### config.mk
export PLATFORM = sky130hd
export DESIGN_NAME = mesi_lru_data_cache_tags_top
export DESIGN_NICKNAME = d
export VERILOG_FILES = /design/src/hw/rtl/mlc_pkg.sv /design/src/hw/rtl/mlc_ctrl.sv /design/src/hw/rtl/mlc_datapath.sv /design/src/hw/rtl/mesi_lru_data_cache_tags_top.sv
export SDC_FILE = /design/constraint.sdc
export NUM_CORES = 1
export LEC_CHECK = 0
export ABC_AREA = 1
export BUFFER_PORTS_ARGS = -buffer_cell sky130_fd_sc_hd__buf_2
export CAP_MARGIN = 30
export CELL_PAD_IN_SITES_DETAIL_PLACEMENT = 1
export CELL_PAD_IN_SITES_GLOBAL_PLACEMENT = 1
export CORE_ASPECT_RATIO = 0.7
export CORE_MARGIN = 10
export CORE_UTILIZATION = 50
export DETAILED_ROUTE_END_ITERATION = 12
export GPL_ROUTABILITY_DRIVEN = 0
export PLACE_DENSITY = 0.9
export SLEW_MARGIN = 5
export SYNTH_ARGS = -nofsm -noshare
export SYNTH_HDL_FRONTEND = slang
export SYNTH_HIERARCHICAL = 1
export SYNTH_SLANG_ARGS = --single-unit
### constraint.sdc
create_clock -name clock -period 14.9 [get_ports clock]
set_input_delay 2.235 -clock clock [delete_from_list [all_inputs] [get_ports clock]]
set_output_delay 2.235 -clock clock [all_outputs]
set_load 0.02 [all_outputs]
### src/hw/rtl/mlc_pkg.sv
`timescale 1ns / 1ps
`default_nettype none
// ----------------------------------------------------------------------------
// MESI LRU data cache tags package
// Shared types, codes and default sizes for the cache tag store.
// ----------------------------------------------------------------------------
package mlc_pkg;

   localparam int WAYS_DEF        = 8;
   localparam int OFFSET_BITS_DEF = 6;
   localparam int INDEX_BITS_DEF  = 14;

   typedef enum logic [1:0] {
      MODE_READ       = 2'd0,
      MODE_WRITE      = 2'd1,
      MODE_INVALIDATE = 2'd2,
      MODE_SNOOP      = 2'd3
   } mode_type;

   typedef enum logic [1:0] {
      MESI_I = 2'd0,
      MESI_S = 2'd1,
      MESI_E = 2'd2,
      MESI_M = 2'd3
   } mesi_type;

   typedef enum logic [1:0] {
      CTRL_IDLE   = 2'd0,
      CTRL_LOOKUP = 2'd1,
      CTRL_UPDATE = 2'd2
   } ctrl_state_type;

   // Commands from the controller to the datapath.
   typedef struct packed {
      logic load;
      logic lookup;
      logic update;
   } cmd_type;

   // Status from the datapath to the controller.
   typedef struct packed {
      logic out_busy;
   } status_type;

   // One result beat.
   typedef struct packed {
      logic [31:0] miss_total;
      logic [31:0] hit_total;
      logic [31:0] write_total;
      logic [31:0] read_total;
      logic        snoop_data_return;
      logic        l2_write_back;
      logic        l2_write_through;
      logic        l2_read_for_ownership;
      logic        l2_read;
      mesi_type    line_state;
      logic [2:0]  way;
      logic        hit;
   } rsp_type;

endpackage
`default_nettype wire

### src/hw/rtl/mlc_ctrl.sv
`timescale 1ns / 1ps
`default_nettype none
// ----------------------------------------------------------------------------
// MESI LRU data cache tags controller
// Sequences each beat through lookup and update of the tag store.
// ----------------------------------------------------------------------------
module mlc_ctrl (
   input  wire logic               clock,
   input  wire logic               reset,
   input  wire logic               req_tvalid,
   output logic                    req_tready,
   input  wire mlc_pkg::status_type status,
   output mlc_pkg::cmd_type        cmd
);
   import mlc_pkg::*;

   ctrl_state_type state_ff;
   ctrl_state_type state_in;

   always_ff @(posedge clock) begin
      if (reset) begin
         state_ff <= CTRL_IDLE;
      end else begin
         state_ff <= state_in;
      end
   end

   always_comb begin
      state_in = state_ff;
      case (state_ff)
         CTRL_IDLE: begin
            if (req_tvalid) state_in = CTRL_LOOKUP;
         end
         CTRL_LOOKUP: begin
            state_in = CTRL_UPDATE;
         end
         CTRL_UPDATE: begin
            // The next beat may enter as this one retires.
            if (!status.out_busy) begin
               state_in = req_tvalid ? CTRL_LOOKUP : CTRL_IDLE;
            end
         end
         default: begin
            state_in = CTRL_IDLE;
         end
      endcase
   end

   always_comb begin
      req_tready = 1'b0;
      cmd        = '0;
      case (state_ff)
         CTRL_IDLE: begin
            req_tready = 1'b1;
         end
         CTRL_LOOKUP: begin
            cmd.lookup = 1'b1;
         end
         CTRL_UPDATE: begin
            req_tready = !status.out_busy;
            cmd.update = !status.out_busy;
         end
         default: begin
            req_tready = 1'b0;
         end
      endcase
      cmd.load = req_tready && req_tvalid;
   end

endmodule
`default_nettype wire

### src/hw/rtl/mlc_datapath.sv
`timescale 1ns / 1ps
`default_nettype none
// ----------------------------------------------------------------------------
// MESI LRU data cache tags datapath
// Tag store, way match and victim choice, MESI and age update, counters
// and the result register.
// ----------------------------------------------------------------------------
module mlc_datapath #(
   parameter int WAYS        = mlc_pkg::WAYS_DEF,
   parameter int OFFSET_BITS = mlc_pkg::OFFSET_BITS_DEF,
   parameter int INDEX_BITS  = mlc_pkg::INDEX_BITS_DEF
) (
   input  wire logic                clock,
   input  wire logic                reset,
   input  wire mlc_pkg::cmd_type    cmd,
   output mlc_pkg::status_type      status,
   input  wire logic [1:0]          req_mode,
   input  wire logic [31:0]         req_address,
   output logic                     rsp_valid,
   input  wire logic                rsp_ready,
   output mlc_pkg::rsp_type         rsp
);
   import mlc_pkg::*;

   localparam int WAY_W = (WAYS > 1) ? $clog2(WAYS) : 1;
   localparam int AGE_W = WAY_W;
   localparam int SHIFT = OFFSET_BITS + INDEX_BITS;
   localparam int TAG_W = (SHIFT < 32) ? 32 - SHIFT : 1;
   localparam logic [AGE_W-1:0] AGE_OLDEST = AGE_W'(WAYS - 1);

   // Tag store.
   logic [TAG_W-1:0] way_tag_ff    [WAYS];
   logic             way_filled_ff [WAYS];
   mesi_type         way_mesi_ff   [WAYS];
   logic [AGE_W-1:0] way_age_ff    [WAYS];
   logic [AGE_W-1:0] way_age_in    [WAYS];

   // Item being worked on.
   mode_type         mode_ff;
   logic [TAG_W-1:0] tag_ff;

   // Lookup results.
   logic             hit_ff,  hit_in;
   logic [WAY_W-1:0] hit_way_ff, hit_way_in;
   logic [WAY_W-1:0] victim_ff, victim_in;
   logic             vic_unfilled_ff, vic_unfilled_in;
   logic             vic_evict_ff, vic_evict_in;

   logic [31:0] read_ff, read_in;
   logic [31:0] write_ff, write_in;
   logic [31:0] hits_ff, hits_in;
   logic [31:0] miss_ff, miss_in;

   logic    rsp_valid_ff, rsp_valid_in;
   rsp_type rsp_ff, rsp_in;

   logic             is_rw, is_wr;
   logic [WAY_W-1:0] sel;
   mesi_type         cur_st, new_st;
   logic [AGE_W-1:0] sel_age;

   always_ff @(posedge clock) begin
      if (cmd.load) begin
         mode_ff <= mode_type'(req_mode);
         tag_ff  <= TAG_W'(req_address >> SHIFT);
      end
   end

   // Way match and victim choice over the stored ways.
   always_comb begin
      logic any_unf, any_inv, any_old;
      logic [WAY_W-1:0] first_unf, first_inv, first_old;
      hit_in    = 1'b0;
      hit_way_in = '0;
      any_unf   = 1'b0;
      any_inv   = 1'b0;
      any_old   = 1'b0;
      first_unf = '0;
      first_inv = '0;
      first_old = '0;
      for (int i = WAYS - 1; i >= 0; i--) begin
         if (way_filled_ff[i] && (way_tag_ff[i] == tag_ff)) begin
            hit_in     = 1'b1;
            hit_way_in = WAY_W'(i);
         end
         if (!way_filled_ff[i]) begin
            any_unf   = 1'b1;
            first_unf = WAY_W'(i);
         end
         if (way_mesi_ff[i] == MESI_I) begin
            any_inv   = 1'b1;
            first_inv = WAY_W'(i);
         end
         if (way_age_ff[i] == AGE_OLDEST) begin
            any_old   = 1'b1;
            first_old = WAY_W'(i);
         end
      end
      vic_unfilled_in = 1'b0;
      vic_evict_in    = 1'b0;
      if (any_unf) begin
         victim_in       = first_unf;
         vic_unfilled_in = 1'b1;
      end else if (any_inv) begin
         victim_in = first_inv;
      end else begin
         victim_in    = any_old ? first_old : '0;
         vic_evict_in = 1'b1;
      end
   end

   always_ff @(posedge clock) begin
      if (cmd.lookup) begin
         hit_ff          <= hit_in;
         hit_way_ff      <= hit_way_in;
         victim_ff       <= victim_in;
         vic_unfilled_ff <= vic_unfilled_in;
         vic_evict_ff    <= vic_evict_in;
      end
   end

   // State update and result.
   always_comb begin
      is_wr   = (mode_ff == MODE_WRITE);
      is_rw   = (mode_ff == MODE_READ) || is_wr;
      sel     = (is_rw && !hit_ff) ? victim_ff : hit_way_ff;
      cur_st  = way_mesi_ff[sel];
      sel_age = way_age_ff[sel];

      new_st = MESI_I;
      if (is_rw) begin
         if (!hit_ff) begin
            new_st = is_wr ? MESI_M : MESI_E;
         end else if (is_wr) begin
            new_st = (cur_st == MESI_M || cur_st == MESI_E) ? MESI_M : MESI_E;
         end else begin
            new_st = (cur_st == MESI_M) ? MESI_M : MESI_S;
         end
      end

      for (int i = 0; i < WAYS; i++) begin
         if (WAY_W'(i) == sel) begin
            way_age_in[i] = '0;
         end else if (way_age_ff[i] <= sel_age) begin
            way_age_in[i] = way_age_ff[i] + AGE_W'(1);
         end else begin
            way_age_in[i] = way_age_ff[i];
         end
      end

      read_in  = read_ff  + ((mode_ff == MODE_READ) ? 32'd1 : 32'd0);
      write_in = write_ff + (is_wr ? 32'd1 : 32'd0);
      hits_in  = hits_ff  + ((is_rw && hit_ff) ? 32'd1 : 32'd0);
      miss_in  = miss_ff  + ((is_rw && !hit_ff) ? 32'd1 : 32'd0);

      rsp_in.hit                   = hit_ff;
      rsp_in.way                   = (is_rw || hit_ff) ? 3'(sel) : 3'd0;
      rsp_in.line_state            = new_st;
      rsp_in.l2_read               = is_rw && !hit_ff && !is_wr;
      rsp_in.l2_read_for_ownership = is_wr && !hit_ff && !vic_unfilled_ff;
      rsp_in.l2_write_through      = is_wr && !hit_ff && vic_unfilled_ff;
      rsp_in.l2_write_back         = is_wr && !hit_ff && vic_evict_ff;
      rsp_in.snoop_data_return     = (mode_ff == MODE_SNOOP) && hit_ff &&
                                     (cur_st != MESI_I);
      rsp_in.read_total            = read_in;
      rsp_in.write_total           = write_in;
      rsp_in.hit_total             = hits_in;
      rsp_in.miss_total            = miss_in;

      rsp_valid_in = rsp_valid_ff;
      if (rsp_ready) rsp_valid_in = 1'b0;
      if (cmd.update) rsp_valid_in = 1'b1;
   end

   always_ff @(posedge clock) begin
      if (reset) begin
         for (int i = 0; i < WAYS; i++) begin
            way_filled_ff[i] <= 1'b0;
            way_mesi_ff[i]   <= MESI_I;
            way_age_ff[i]    <= '0;
         end
         read_ff      <= '0;
         write_ff     <= '0;
         hits_ff      <= '0;
         miss_ff      <= '0;
         rsp_valid_ff <= 1'b0;
      end else begin
         rsp_valid_ff <= rsp_valid_in;
         if (cmd.update) begin
            read_ff  <= read_in;
            write_ff <= write_in;
            hits_ff  <= hits_in;
            miss_ff  <= miss_in;
            if (is_rw) begin
               way_filled_ff[sel] <= 1'b1;
               way_mesi_ff[sel]   <= new_st;
               for (int i = 0; i < WAYS; i++) begin
                  way_age_ff[i] <= way_age_in[i];
               end
            end else if (hit_ff) begin
               way_mesi_ff[sel] <= MESI_I;
            end
         end
      end
   end

   always_ff @(posedge clock) begin
      if (cmd.update) begin
         rsp_ff <= rsp_in;
         if (is_rw && !hit_ff) way_tag_ff[sel] <= tag_ff;
      end
   end

   assign status.out_busy = rsp_valid_ff && !rsp_ready;
   assign rsp_valid       = rsp_valid_ff;
   assign rsp             = rsp_ff;

endmodule
`default_nettype wire

### src/hw/rtl/mesi_lru_data_cache_tags_top.sv
`timescale 1ns / 1ps
`default_nettype none
// ----------------------------------------------------------------------------
// MESI LRU data cache tags
// Fully associative tag store with MESI line states and true LRU ages.
// ----------------------------------------------------------------------------
// Each request beat carries an access kind in req_tuser (read, write,
// invalidate or snoop) and a byte address in req_tdata. For every request
// one response beat returns hit, way, new line state, the L2 action flags
// and the running read, write, hit and miss counters.
// An accepted beat is registered, then passes the lookup step (way match
// and victim choice) and the update step (tag, state and age update),
// after which its response is valid; the update step waits while a
// response is held. Each request makes the lookup then update passes over
// the shared tag store; the next request is accepted in the cycle in which
// the current one retires.
// Reset clears all ways to unfilled and invalid, all ages and counters to
// zero; the block is ready in the first cycle after reset.
// When the receiver stalls, the response is held in the output register;
// one more request is accepted and looked up, and it then waits in the
// update step until the pending response is taken.
// ----------------------------------------------------------------------------
module mesi_lru_data_cache_tags_top #(
   parameter int WAYS        = mlc_pkg::WAYS_DEF,
   parameter int OFFSET_BITS = mlc_pkg::OFFSET_BITS_DEF,
   parameter int INDEX_BITS  = mlc_pkg::INDEX_BITS_DEF
) (
   input  wire logic         clock,
   input  wire logic         reset,
   input  wire logic         req_tvalid,
   output logic              req_tready,
   input  wire logic [31:0]  req_tdata,   // [31:0] address
   input  wire logic [1:0]   req_tuser,   // [1:0] mode
   output logic              rsp_tvalid,
   input  wire logic         rsp_tready,
   // [0] hit, [3:1] way, [5:4] line_state, [6] l2_read,
   // [7] l2_read_for_ownership, [8] l2_write_through, [9] l2_write_back,
   // [10] snoop_data_return, [42:11] read_total, [74:43] write_total,
   // [106:75] hit_total, [138:107] miss_total, [143:139] zero
   output logic [143:0]      rsp_tdata
);
   import mlc_pkg::*;

   cmd_type    cmd;
   status_type status;
   rsp_type    rsp;

   mlc_ctrl u_ctrl (
      .clock      (clock),
      .reset      (reset),
      .req_tvalid (req_tvalid),
      .req_tready (req_tready),
      .status     (status),
      .cmd        (cmd)
   );

   mlc_datapath #(
      .WAYS        (WAYS),
      .OFFSET_BITS (OFFSET_BITS),
      .INDEX_BITS  (INDEX_BITS)
   ) u_datapath (
      .clock       (clock),
      .reset       (reset),
      .cmd         (cmd),
      .status      (status),
      .req_mode    (req_tuser),
      .req_address (req_tdata),
      .rsp_valid   (rsp_tvalid),
      .rsp_ready   (rsp_tready),
      .rsp         (rsp)
   );

   assign rsp_tdata = {5'd0, rsp.miss_total, rsp.hit_total, rsp.write_total,
                       rsp.read_total, rsp.snoop_data_return, rsp.l2_write_back,
                       rsp.l2_write_through, rsp.l2_read_for_ownership,
                       rsp.l2_read, rsp.line_state, rsp.way, rsp.hit};

endmodule
`default_nettype wire

## After elaboration in Yosys (flattened, before gate mapping)

Memory sizes are Yosys's and may differ from the RTL's.
Cells that the tools add are included.
Widths: inputs -> output; s select.

| operators by class | value |
|---|---|
| add/subtract/negate cells | 12 |
| magnitude comparators | 8 |
| equality and inequality tests | 31 |
| mux-type cells | 126 |
| bitwise gates (word level) | 9 |
| reduce and logical (&&, ||, !) cells | 46 |

Operator list:

| kind | number |
|---|---|
| $mux 3 | 58 |
| $add 32x32->32 | 4 |
| $eq 12x12->1 | 8 |
| $mux 1 | 56 |
| $add 3x1->3 const B | 8 |
| $eq 3x3->1 const B | 8 |
| $le 3x3->1 | 8 |
| $logic_not 2->1 | 10 |
| $mux 2 | 10 |
| $logic_and 1x1->1 | 19 |
| $eq 3x3->1 const A | 4 |
| $or 1x1->1 | 9 |
| $eq 2x2->1 const B | 4 |
| $reduce_or 7->1 | 1 |
| $eq 2x3->1 const A | 2 |
| $pmux 2 s3 | 1 |
| $logic_not 1->1 | 5 |
| $eq 2x1->1 const B | 2 |
| $ne 2x2->1 const B | 2 |
| $reduce_bool 2->1 | 2 |
| $reduce_or 2->1 | 2 |
| $reduce_or 4->1 | 1 |
| $eq 1x3->1 const A | 1 |
| $logic_not 3->1 | 1 |
| 4 further kinds | 6 |

| storage, ports and cells | value |
|---|---|
| register bits | 293 |
| bits in writable memories | 144 |
| input port bits | 38 |
| output and inout port bits | 146 |
| logic and storage cells | 263 |
| memories kept | 4 |

Memory list:

| memory | words | bits a word | rd ports | clocked after memory_dff | wr ports | RTL line | source |
|---|---|---|---|---|---|---|---|
| u_datapath.way_tag_ff | 8 | 12 | 8 | 0 | 1 | mlc_datapath.sv:32 | `logic [TAG_W-1:0] way_tag_ff [WAYS];` |
| u_datapath.way_age_ff | 8 | 3 | 9 | 0 | 8 | mlc_datapath.sv:35 | `logic [AGE_W-1:0] way_age_ff [WAYS];` |
| u_datapath.way_mesi_ff | 8 | 2 | 9 | 0 | 8 | mlc_datapath.sv:34 | `mesi_type way_mesi_ff [WAYS];` |
| u_datapath.way_filled_ff | 8 | 1 | 8 | 0 | 8 | mlc_datapath.sv:33 | `logic way_filled_ff [WAYS];` |

## Logic depth before layout (Yosys ltp)

Gate-level depths: netlist (run 1).
An unclocked memory read counts as a cell.

| logic depth | value |
|---|---|
| depth in word-level cells | 13 |
| gate-level depth with buffers | 17 |
| mapped depth without buffers | 17 |

## By module

Netlist (run 1), hierarchy kept.

Modules (own cells, without submodules):

| module | times used | cells an instance | area each (um^2) | seq. area each (um^2) |
|---|---|---|---|---|
| mlc_datapath | 1 | 2206 | 20586.0 | 11691.2 |
| mlc_ctrl | 1 | 16 | 110.1 | 40.0 |
| mesi_lru_data_cache_tags_top | 1 | 6 | 41.3 | 0.0 |

## Least setup slack after synthesis (run 1)

OpenSTA, ideal clock, no wires.

| path | value |
|---|---|
| path type | input to register |
| from | input port rsp_tready |
| to | register u_datapath.read_ff[30] |
| setup time | 0.115 ns |
| arrival time | 9.779 ns |
| data required time | 14.785 ns |
| path slack | 5.006 ns |
| stages | 8 |
| path buffers | 3 |
| cell sequence | nor2_1 -> nor2_1 -> inv_1 -> clkbuf_1 -> clkbuf_1 -> clkbuf_1 -> o21ai_0 -> inv_1 |

RTL lines:

| element | RTL line | source |
|---|---|---|
| start, declared | mesi_lru_data_cache_tags_top.sv:35 | `input wire logic rsp_tready,` |
| end signal, assigned | mlc_datapath.sv:190 | `read_ff <= read_in;` |
| end, declared | mlc_datapath.sv:49 | `logic [31:0] read_ff, read_in;` |

## Worst setup path after layout (run 1)

| path | value |
|---|---|
| from | input port rsp_tready |
| to | output port req_tready |

| between the ends | value |
|---|---|
| word-level cells in the longest chain between the ends | 4 |

Ends and longest elaborated chain:

| element | RTL line | source |
|---|---|---|
| $logic_not 1->1 | mlc_datapath.sv:214 | `assign status.out_busy = rsp_valid_ff && !rsp_ready;` |
| $logic_and 1x1->1 | mlc_datapath.sv:214 |  |
| via status | mesi_lru_data_cache_tags_top.sv:45 | `status_type status;` |
| $logic_not 1->1 | -- |  |
| $pmux 1 s2 | mlc_ctrl.sv:52 | `case (state_ff)` |
| end, declared | mesi_lru_data_cache_tags_top.sv:31 | `output logic req_tready,` |

The timed path passes the listed nets, and every way through them passes these cells.

==> metrics.md, run 1 <==
| Metric | Value |
|---|---|
| Layout overhead on the synthesized area | 13.16% |
| RSZ-0062 raised after global routing | false |
| Net switching power figure | 0.6764 mW |
| Measured slew at the worst slew-check pin | between 1 and 1.5 ns |
| Share of the cycle needed by the critical path after routing | 35.63% |
| Total inserted antenna cells | 0 |
| Largest net degree at the start of global routing | ~180 |
| Number of cells produced by synthesis | 2,228 |
| Switching share of power | 25.31% |
| Nature of the critical path endpoint | output port |
| Max-cap check violation count | 0 |
| Inserted Clock Buffers | 44 |
| Maximum resistive drop on vdd | slightly below 100 uV |
| Library cells used by synthesis | 50 |
| Max-slew headroom at the worst pin | between 20% and 30% |
| Share of post-route cells with drive strength above 1 | between 10% and 20% |
| Total global routing overflow | 0 |
| Routed WL | 61,910 microns |
| Number of I/O port buffers | 158 |
| Combined area of all synthesized cells | 20,740 sq um |
| Leakage | 10.11 nW |
| Final instance area | approximately 23,000 sq um |
| Number of clock sinks | around 440 |
| Clock skew | ~0.023 ns |
| FF/Latch Area | around 12,000 sq um |
| Most common cell after layout, fill and taps aside | sky130_fd_sc_hd__inv_1 |
| Min Tclk post-route | roughly 5.3 ns |
| Wire length of the first global-routing pass | slightly below 100,000 microns |
| Data arrival time of the worst path | just over 3 ns |
| Overall routing resource usage | about a quarter |
| Initial detailed-routing violation count | between 1,000 and 1,500 |
| Required time at the endpoint of the critical path | between 10 and 15 ns |
| Quantity of hold-fixing buffers added after cts | 0 |
| HPWL reported at the end of detailed placement | 43,420 microns |
| Final setup violation count | 0 |
| Clock tree root driver cell | sky130_fd_sc_hd__clkbuf_16 |
| Kind of start point of the critical path | input pin |
| Die area | 50,150 sq um |
| Post-CTS Setup Inserts | 0 |
| Highest Clock Rate | ~190 MHz |
| Number of antenna violations at the first check in global routing | 0 |
| Yosys synthesis warning count | 6 |
| Clock-pin transition on the worst setup and hold timing paths | about 0.06 ns |
| Fraction of power consumed by the clock network | between 30% and 40% |
| Count of nets after finishing | about 2,500 |
| Clock tree from TritonCTS | yes |
| Initial Utilization | between 50% and 60% |
| Count of vias placed by the detailed router | between 15,000 and 20,000 |
| Flip-flop cell with the highest count after synthesis | sky130_fd_sc_hd__edfxtp_1 |
| Row count | 62 |
| Cell area after placement | 22,090 sq um |
| Most used cell along the critical path | sky130_fd_sc_hd__buf_2 |
| Type of the most critical hold path | register to register |
| Internal portion of total power | 1.996 mW |
| Power per cell area | around 110 nW/um^2 |
| Sequential cell area fraction in the yosys report | a little under three fifths |
| Area of the core region | 40,960 sq um |
| Number of nets with antenna violations after routing | 0 |
| Largest fanout on the critical path | 4 |
| CP Class | input pin to output port |
| Series of cell instances along the critical path | buf_2, nor2_1, a21oi_2, buf_2 |
| Async set or reset register ratio after synthesis | 0% |
| DRC violations left | 0 |
| Standard cell with the maximum stage delay on the critical path | sky130_fd_sc_hd__nor2_1 |
| Skew-Pair Late Insertion Delay | slightly below 0.6 ns |
| Combined area of the multi-input logic cells | approximately 7300 sq um |
| Count of flip-flops with a built-in enable after synthesis | between 200 and 300 |
| TritonRoute pass-1 iters | 6 |
| Number of buffers on the longest clock path | 3 |
| Routed wirelength normalized by instance count | 20.87 microns |
| Chip height | 190.4 microns |
| IO Count | about 180 |
| Final sum of negative setup slack | 0 ns |
| Largest incremental delay on the critical path | around 0.43 ns |
| Comb power frac | between 8 and 9% |
| Seq pwr share | approximately 52% |
| H-tree lvl count | 2 |
| Register bit total from synthesis | 437 |
| Total count of max-transition violations in the final report | 0 |
| Drt via density | roughly 5.6 |
| Fill count | 4,683 |
| Synthesized area per cell | around 9.3 sq um |
| Cells resized by post-CTS repair | 0 |
| Total count of hold-check failures in the final report | 0 |
| Leading cell types in the layout, fill and taps excluded | sky130_fd_sc_hd__inv_1 (369), sky130_fd_sc_hd__edfxtp_1 (298), sky130_fd_sc_hd__nor2_1 (294) |
| Status | complete, no violations |
| Chip width | 263.4 microns |
| Via count of the first global-routing pass | ~17,000 |
## synth_stat cells, types with 5 or more instances
cell                       count  area [sq um]
sky130_fd_sc_hd__nand2_4       6         67.56
sky130_fd_sc_hd__nor2_1      295          1107
sky130_fd_sc_hd__nor4_1       21         131.4
sky130_fd_sc_hd__dfxtp_1     139          2783
sky130_fd_sc_hd__nand2_1     290          1089
sky130_fd_sc_hd__a21oi_1      98         490.5
sky130_fd_sc_hd__xnor2_1      27         236.5
sky130_fd_sc_hd__o21ai_0     150         750.7
sky130_fd_sc_hd__nand3_1      96         480.5
sky130_fd_sc_hd__o21ai_1       9         45.04
sky130_fd_sc_hd__a221oi_1      7         61.31
sky130_fd_sc_hd__ha_1         40         500.5
sky130_fd_sc_hd__edfxtp_1    298          8949
sky130_fd_sc_hd__nand3b_1      8         60.06
sky130_fd_sc_hd__clkbuf_1     45         168.9
sky130_fd_sc_hd__nand3_2       6         60.06
sky130_fd_sc_hd__inv_2         7         26.28
sky130_fd_sc_hd__o22ai_1      28         175.2
sky130_fd_sc_hd__nor2_2        9         56.30
sky130_fd_sc_hd__nor3_1       41         205.2
sky130_fd_sc_hd__xor2_1      127          1112
sky130_fd_sc_hd__buf_4         8         60.06
sky130_fd_sc_hd__inv_1       370          1389
sky130_fd_sc_hd__nor2_4        5         56.30
sky130_fd_sc_hd__nand2_2      14         87.58
sky130_fd_sc_hd__nand4_1      35         219.0
sky130_fd_sc_hd__buf_1        10         37.54
## worst paths after layout
check                          from                           to  slack [ns]  depth (start not counted)
min          u_datapath/write_ff[0]       u_datapath/write_ff[0]        0.51                          2
min reg2reg  u_datapath/write_ff[0]       u_datapath/write_ff[0]        0.51                          2
max reg2reg   u_datapath/mode_ff[1]  u_datapath/way_age_ff[6][1]       11.26                         14
max                      rsp_tready                   req_tready        9.59                          4
## flip-flops by register name, summed over array words and instances (netlist names)
name                        count
u_datapath/vic_unfilled_ff      1
u_datapath/rsp_valid            1
u_datapath/hit_ff               1
u_datapath/hit_way_ff           3
u_datapath/miss_ff             32
u_datapath/hits_ff             32
u_datapath/vic_evict_ff         1
u_datapath/way_mesi_ff         16
u_datapath/read_ff             32
u_datapath/way_filled_ff        8
u_datapath/mode_ff              2
u_datapath/tag_ff              12
u_ctrl/state_ff                 2
u_datapath/way_tag_ff          96
u_datapath/write_ff            32
u_datapath/way_age_ff          24
u_datapath/victim_ff            3
u_datapath/rsp                139
## logic make-up after synthesis
| family | Yosys count | synth area share [%] |
|---|---|---|
| and+or+nand+nor | 836 | 17.87 |
| buffers and inverters | 443 | 8.175 |
| DFF | 437 | 56.57 |
| AOI/OAI and AO/OA | 317 | 8.447 |
| xor gates and xnor gates | 154 | 6.504 |
| adders and majority gates | 40 | 2.413 |
| other | 1 | 0.01808 |
## power by group through the flow
stage / clock network [mW] / logic [mW] / registers, mW
floorplan: 0 / 0.147 / 1.40
global placement: 0 / 0.204 / 1.40
detailed placement: 0 / 0.224 / 1.41
CTS: 1.08 / 0.228 / 1.38
global route: 1.13 / 0.255 / 1.39
finish: 1.06 / 0.230 / 1.38
## layout make-up
cell class	instances	area share (%)
clock buffer	65	5.199
clock inverter	15	0.5225
inverter	379	6.089
multi-input combinational	1352	31.25
sequential	437	49.99
tap	544	2.901
timing repair buffer	174	4.047
## per-stage QoR
stage | hold WS [ns] | setup slack [ns] | util, % | total power, mW | instances
global route | 0.5614 | 9.536 | 57.29 | 2.772 | 2966
CTS | 0.5145 | 9.600 | 57.20 | 2.688 | 2961
global placement | 0.4824 | 9.594 | 53.77 | 1.606 | 2876
finish | 0.5106 | 9.592 | 57.29 | 2.672 | 2966
detailed placement | 0.4968 | 9.424 | 53.92 | 1.631 | 2881
floorplan | 0.4685 | 5.006 | - | 1.549 | 2232
## critical path, delay by kind of cell
family                 cells  cell delay, ns
AOI/OAI and AO/OA          1            0.13
and+or+nand+nor            1            0.43
buffers and inverters      2            0.27
## layer usage
metal  GRT usage, %  up-vias  wire [microns]
met3          4.420      139            4164
met2          40.12      596           29390
met5              0        -               0
li1               -     7649               -
met1          30.87     8207           26430
met4          8.600        0            1927
Power figures use the tool's default switching activity.
==> run 2, diff against run 1 <==
- CORE_UTILIZATION: 50 -> 42
- PLACE_DENSITY: 0.9 -> 0.82
- clock period: 14.9 -> 4.7 ns (I/O delays scaled with it)
==> run 2 against run 1 <==
Combinational power grew to 3.1 times the previous value; register-to-register slack got worse by 9.9 ns; first-iteration DRC count shrank 23%; critical path depth increased by 11; sequential cell count stayed put; power grew to 3.3 times the previous value; final cell count rose by 4.2%; non-clock buffer count is 4 higher; global-route usage shrank 4.0 points.
==> metrics.md, run 2 (synthesis results as in run 1) <==
| Metric | Value |
|---|---|
| Count of nets after finishing | 2,471 |
| Seq pwr share | approximately 50% |
| Number of placed cells counting well taps | 3,008 |
| Chip width | about 290 microns |
| Initial Utilization | between 40% and 50% |
| Wire length of the first global-routing pass | between 90,000 and 100,000 microns |
| Chip height | around 200 microns |
| Internal portion of total power | approximately 6.7 mW |
| Largest incremental delay on the critical path | approximately 0.55 ns |
| Skew-Pair Late Insertion Delay | 0.58 ns |
| Largest fanout on the critical path | 5 |
| Kind of start point of the critical path | register |
| Count of vias placed by the detailed router | roughly 16,000 |
| Largest net degree at the start of global routing | approximately 110 |
| Routed WL | about 60,000 microns |
| Data arrival time of the worst path | 3.76 ns |
| Post-route insts no fill | 3,092 |
| Min Tclk post-route | ~3.3 ns |
| Post-Place Setup Slack | 1.440 ns |
| Inserted Clock Buffers | 45 |
| Total inserted antenna cells | 0 |
| Clock-pin transition on the worst setup and hold timing paths | about 0.060 ns |
| Layout overhead on the synthesized area | 14.83% |
| Comb power frac | roughly 8% |
| Series of cell instances along the critical path | inv_2, nor2_1, ha_1, ha_1, nand3_2, inv_1, nand2_1, nor2_2, nand3_1, nor3_2, nand2_1, o21ai_1, nand2_1, o21ai_0, inv_1 |
| Max-slew headroom at the worst pin | 36.57% |
| Status | complete, no violations |
| Highest Clock Rate | about 300 MHz |
| Final setup violation count | 0 |
| Most common cell after layout, fill and taps aside | sky130_fd_sc_hd__inv_1 |
| Die area | just under 60,000 sq um |
| Net switching power figure | about 2.1 mW |
| TritonRoute pass-1 iters | 5 |
| Row count | 68 |
| Share of post-route cells with drive strength above 1 | 12.65% |
| Quantity of hold-fixing buffers added after cts | 0 |
| H-tree lvl count | 2 |
| Initial detailed-routing violation count | 1,049 |
| Via count of the first global-routing pass | ~17,000 |
| Number of I/O port buffers | approximately 160 |
| Total count of hold-check failures in the final report | 0 |
| Total count of max-transition violations in the final report | 0 |
| Area of the core region | between 40,000 and 50,000 sq um |
| Power per cell area | approximately 370 nW/um^2 |
| DRC violations left | 0 |
| Standard cell with the maximum stage delay on the critical path | sky130_fd_sc_hd__edfxtp_1 |
| Share of the cycle needed by the critical path after routing | between 70% and 80% |
| Number of antenna violations at the first check in global routing | 2 |
| Cells resized by post-CTS repair | 0 |
| Number of flip-flops in the largest register | approximately 140 |
| Clock skew | 0.02602 ns |
| CP Class | register to register |
| Routed wirelength normalized by instance count | 19.40 microns |
| Final Util | 48.51% |
| Overall routing resource usage | around a fifth |
| IO Count | 184 |
| Post-CTS Setup Inserts | 0 |
| Clock tree from TritonCTS | yes |
| Max-cap check violation count | 0 |
| Measured slew at the worst slew-check pin | 0.9480 ns |
| Drt via density | roughly 5.2 |
| Worst path setup slack after routing | 1.384 ns |
| HPWL reported at the end of detailed placement | around 43,000 microns |
| Fraction of power consumed by the clock network | roughly 42% |
| Cell area after placement | around 22,000 sq um |
| Clock tree root driver cell | sky130_fd_sc_hd__clkbuf_16 |
| Maximum resistive drop on vdd | about 270 uV |
| Switching share of power | about a quarter |
| Required time at the endpoint of the critical path | slightly above 5 ns |
| Final sum of negative setup slack | 0 ns |
| Leakage | a little over 10 nW |
| Number of nets with antenna violations after routing | 0 |
| Final instance area | around 24,000 sq um |
| Most used cell along the critical path | sky130_fd_sc_hd__nand2_1 |
| Leading cell types in the layout, fill and taps excluded | sky130_fd_sc_hd__inv_1 (369), sky130_fd_sc_hd__edfxtp_1 (298), sky130_fd_sc_hd__nor2_1 (294) |
| Type of the most critical hold path | input pin to register |
| Total global routing overflow | 0 |
| Nature of the critical path endpoint | register |
| Number of clock sinks | between 400 and 500 |
| Number of buffers on the longest clock path | 3 |
| RSZ-0062 raised after global routing | false |
-- run 2: layout make-up --
class / count / area, sq um
clock buffer: 63 / 1254
clock inverter: 18 / 254.0
fill: 5691 / 25280
inverter: 379 / 1429
multi-input combinational: 1352 / 7333
sequential: 437 / 11730
tap: 665 / 832.0
timing repair buffer: 178 / 979.7
-- run 2: power by group through the flow --
stage | clock network (mW) | registers [mW] | logic (mW)
after CTS | 3.81 | 4.38 | 0.716
after floorplan | 0 | 4.44 | 0.465
after detailed placement | 0 | 4.46 | 0.707
after global routing | 3.95 | 4.40 | 0.804
after global placement | 0 | 4.45 | 0.651
final | 3.71 | 4.38 | 0.713
-- run 2: routing by layer --
| metal | GRT usage (%) | up-vias | part of all wire [%] |
|---|---|---|---|
| li1 | - | 7672 | - |
| met1 | 26.04 | 8060 | 45 |
| met2 | 33.74 | 390 | 47 |
| met3 | 3.120 | 97 | 5.3 |
| met4 | 6.622 | 0 | 2.7 |
| met5 | 0 | - | 0 |
-- run 2: stage by stage --
step | power [mW] | hold WS, ns
floorplan | 4.904 | 0.4685
global placement | 5.099 | 0.4831
detailed placement | 5.167 | 0.5053
CTS | 8.904 | 0.2586
global route | 9.154 | 0.2677
finish | 8.802 | 0.2969
-- run 2: path summary, 6_finish.rpt --
check                        start                endpoint  slack, ns  cells after the start
max              u_datapath/hit_ff  u_datapath/hits_ff[22]       1.38                     15
min                  req_tdata[21]    u_datapath/tag_ff[1]       0.30                      1
max reg2reg      u_datapath/hit_ff  u_datapath/hits_ff[22]       1.38                     15
min reg2reg  u_datapath/read_ff[1]   u_datapath/read_ff[1]       0.52                      2
-- run 2: worst max-delay path: cells and delay by family (launching register included) --
kind | cells | cell delay, ns
and+or+nand+nor | 8 | 1.51
DFF | 1 | 0.55
adders and majority gates | 2 | 0.55
AOI/OAI and AO/OA | 2 | 0.29
buffers and inverters | 3 | 0.28
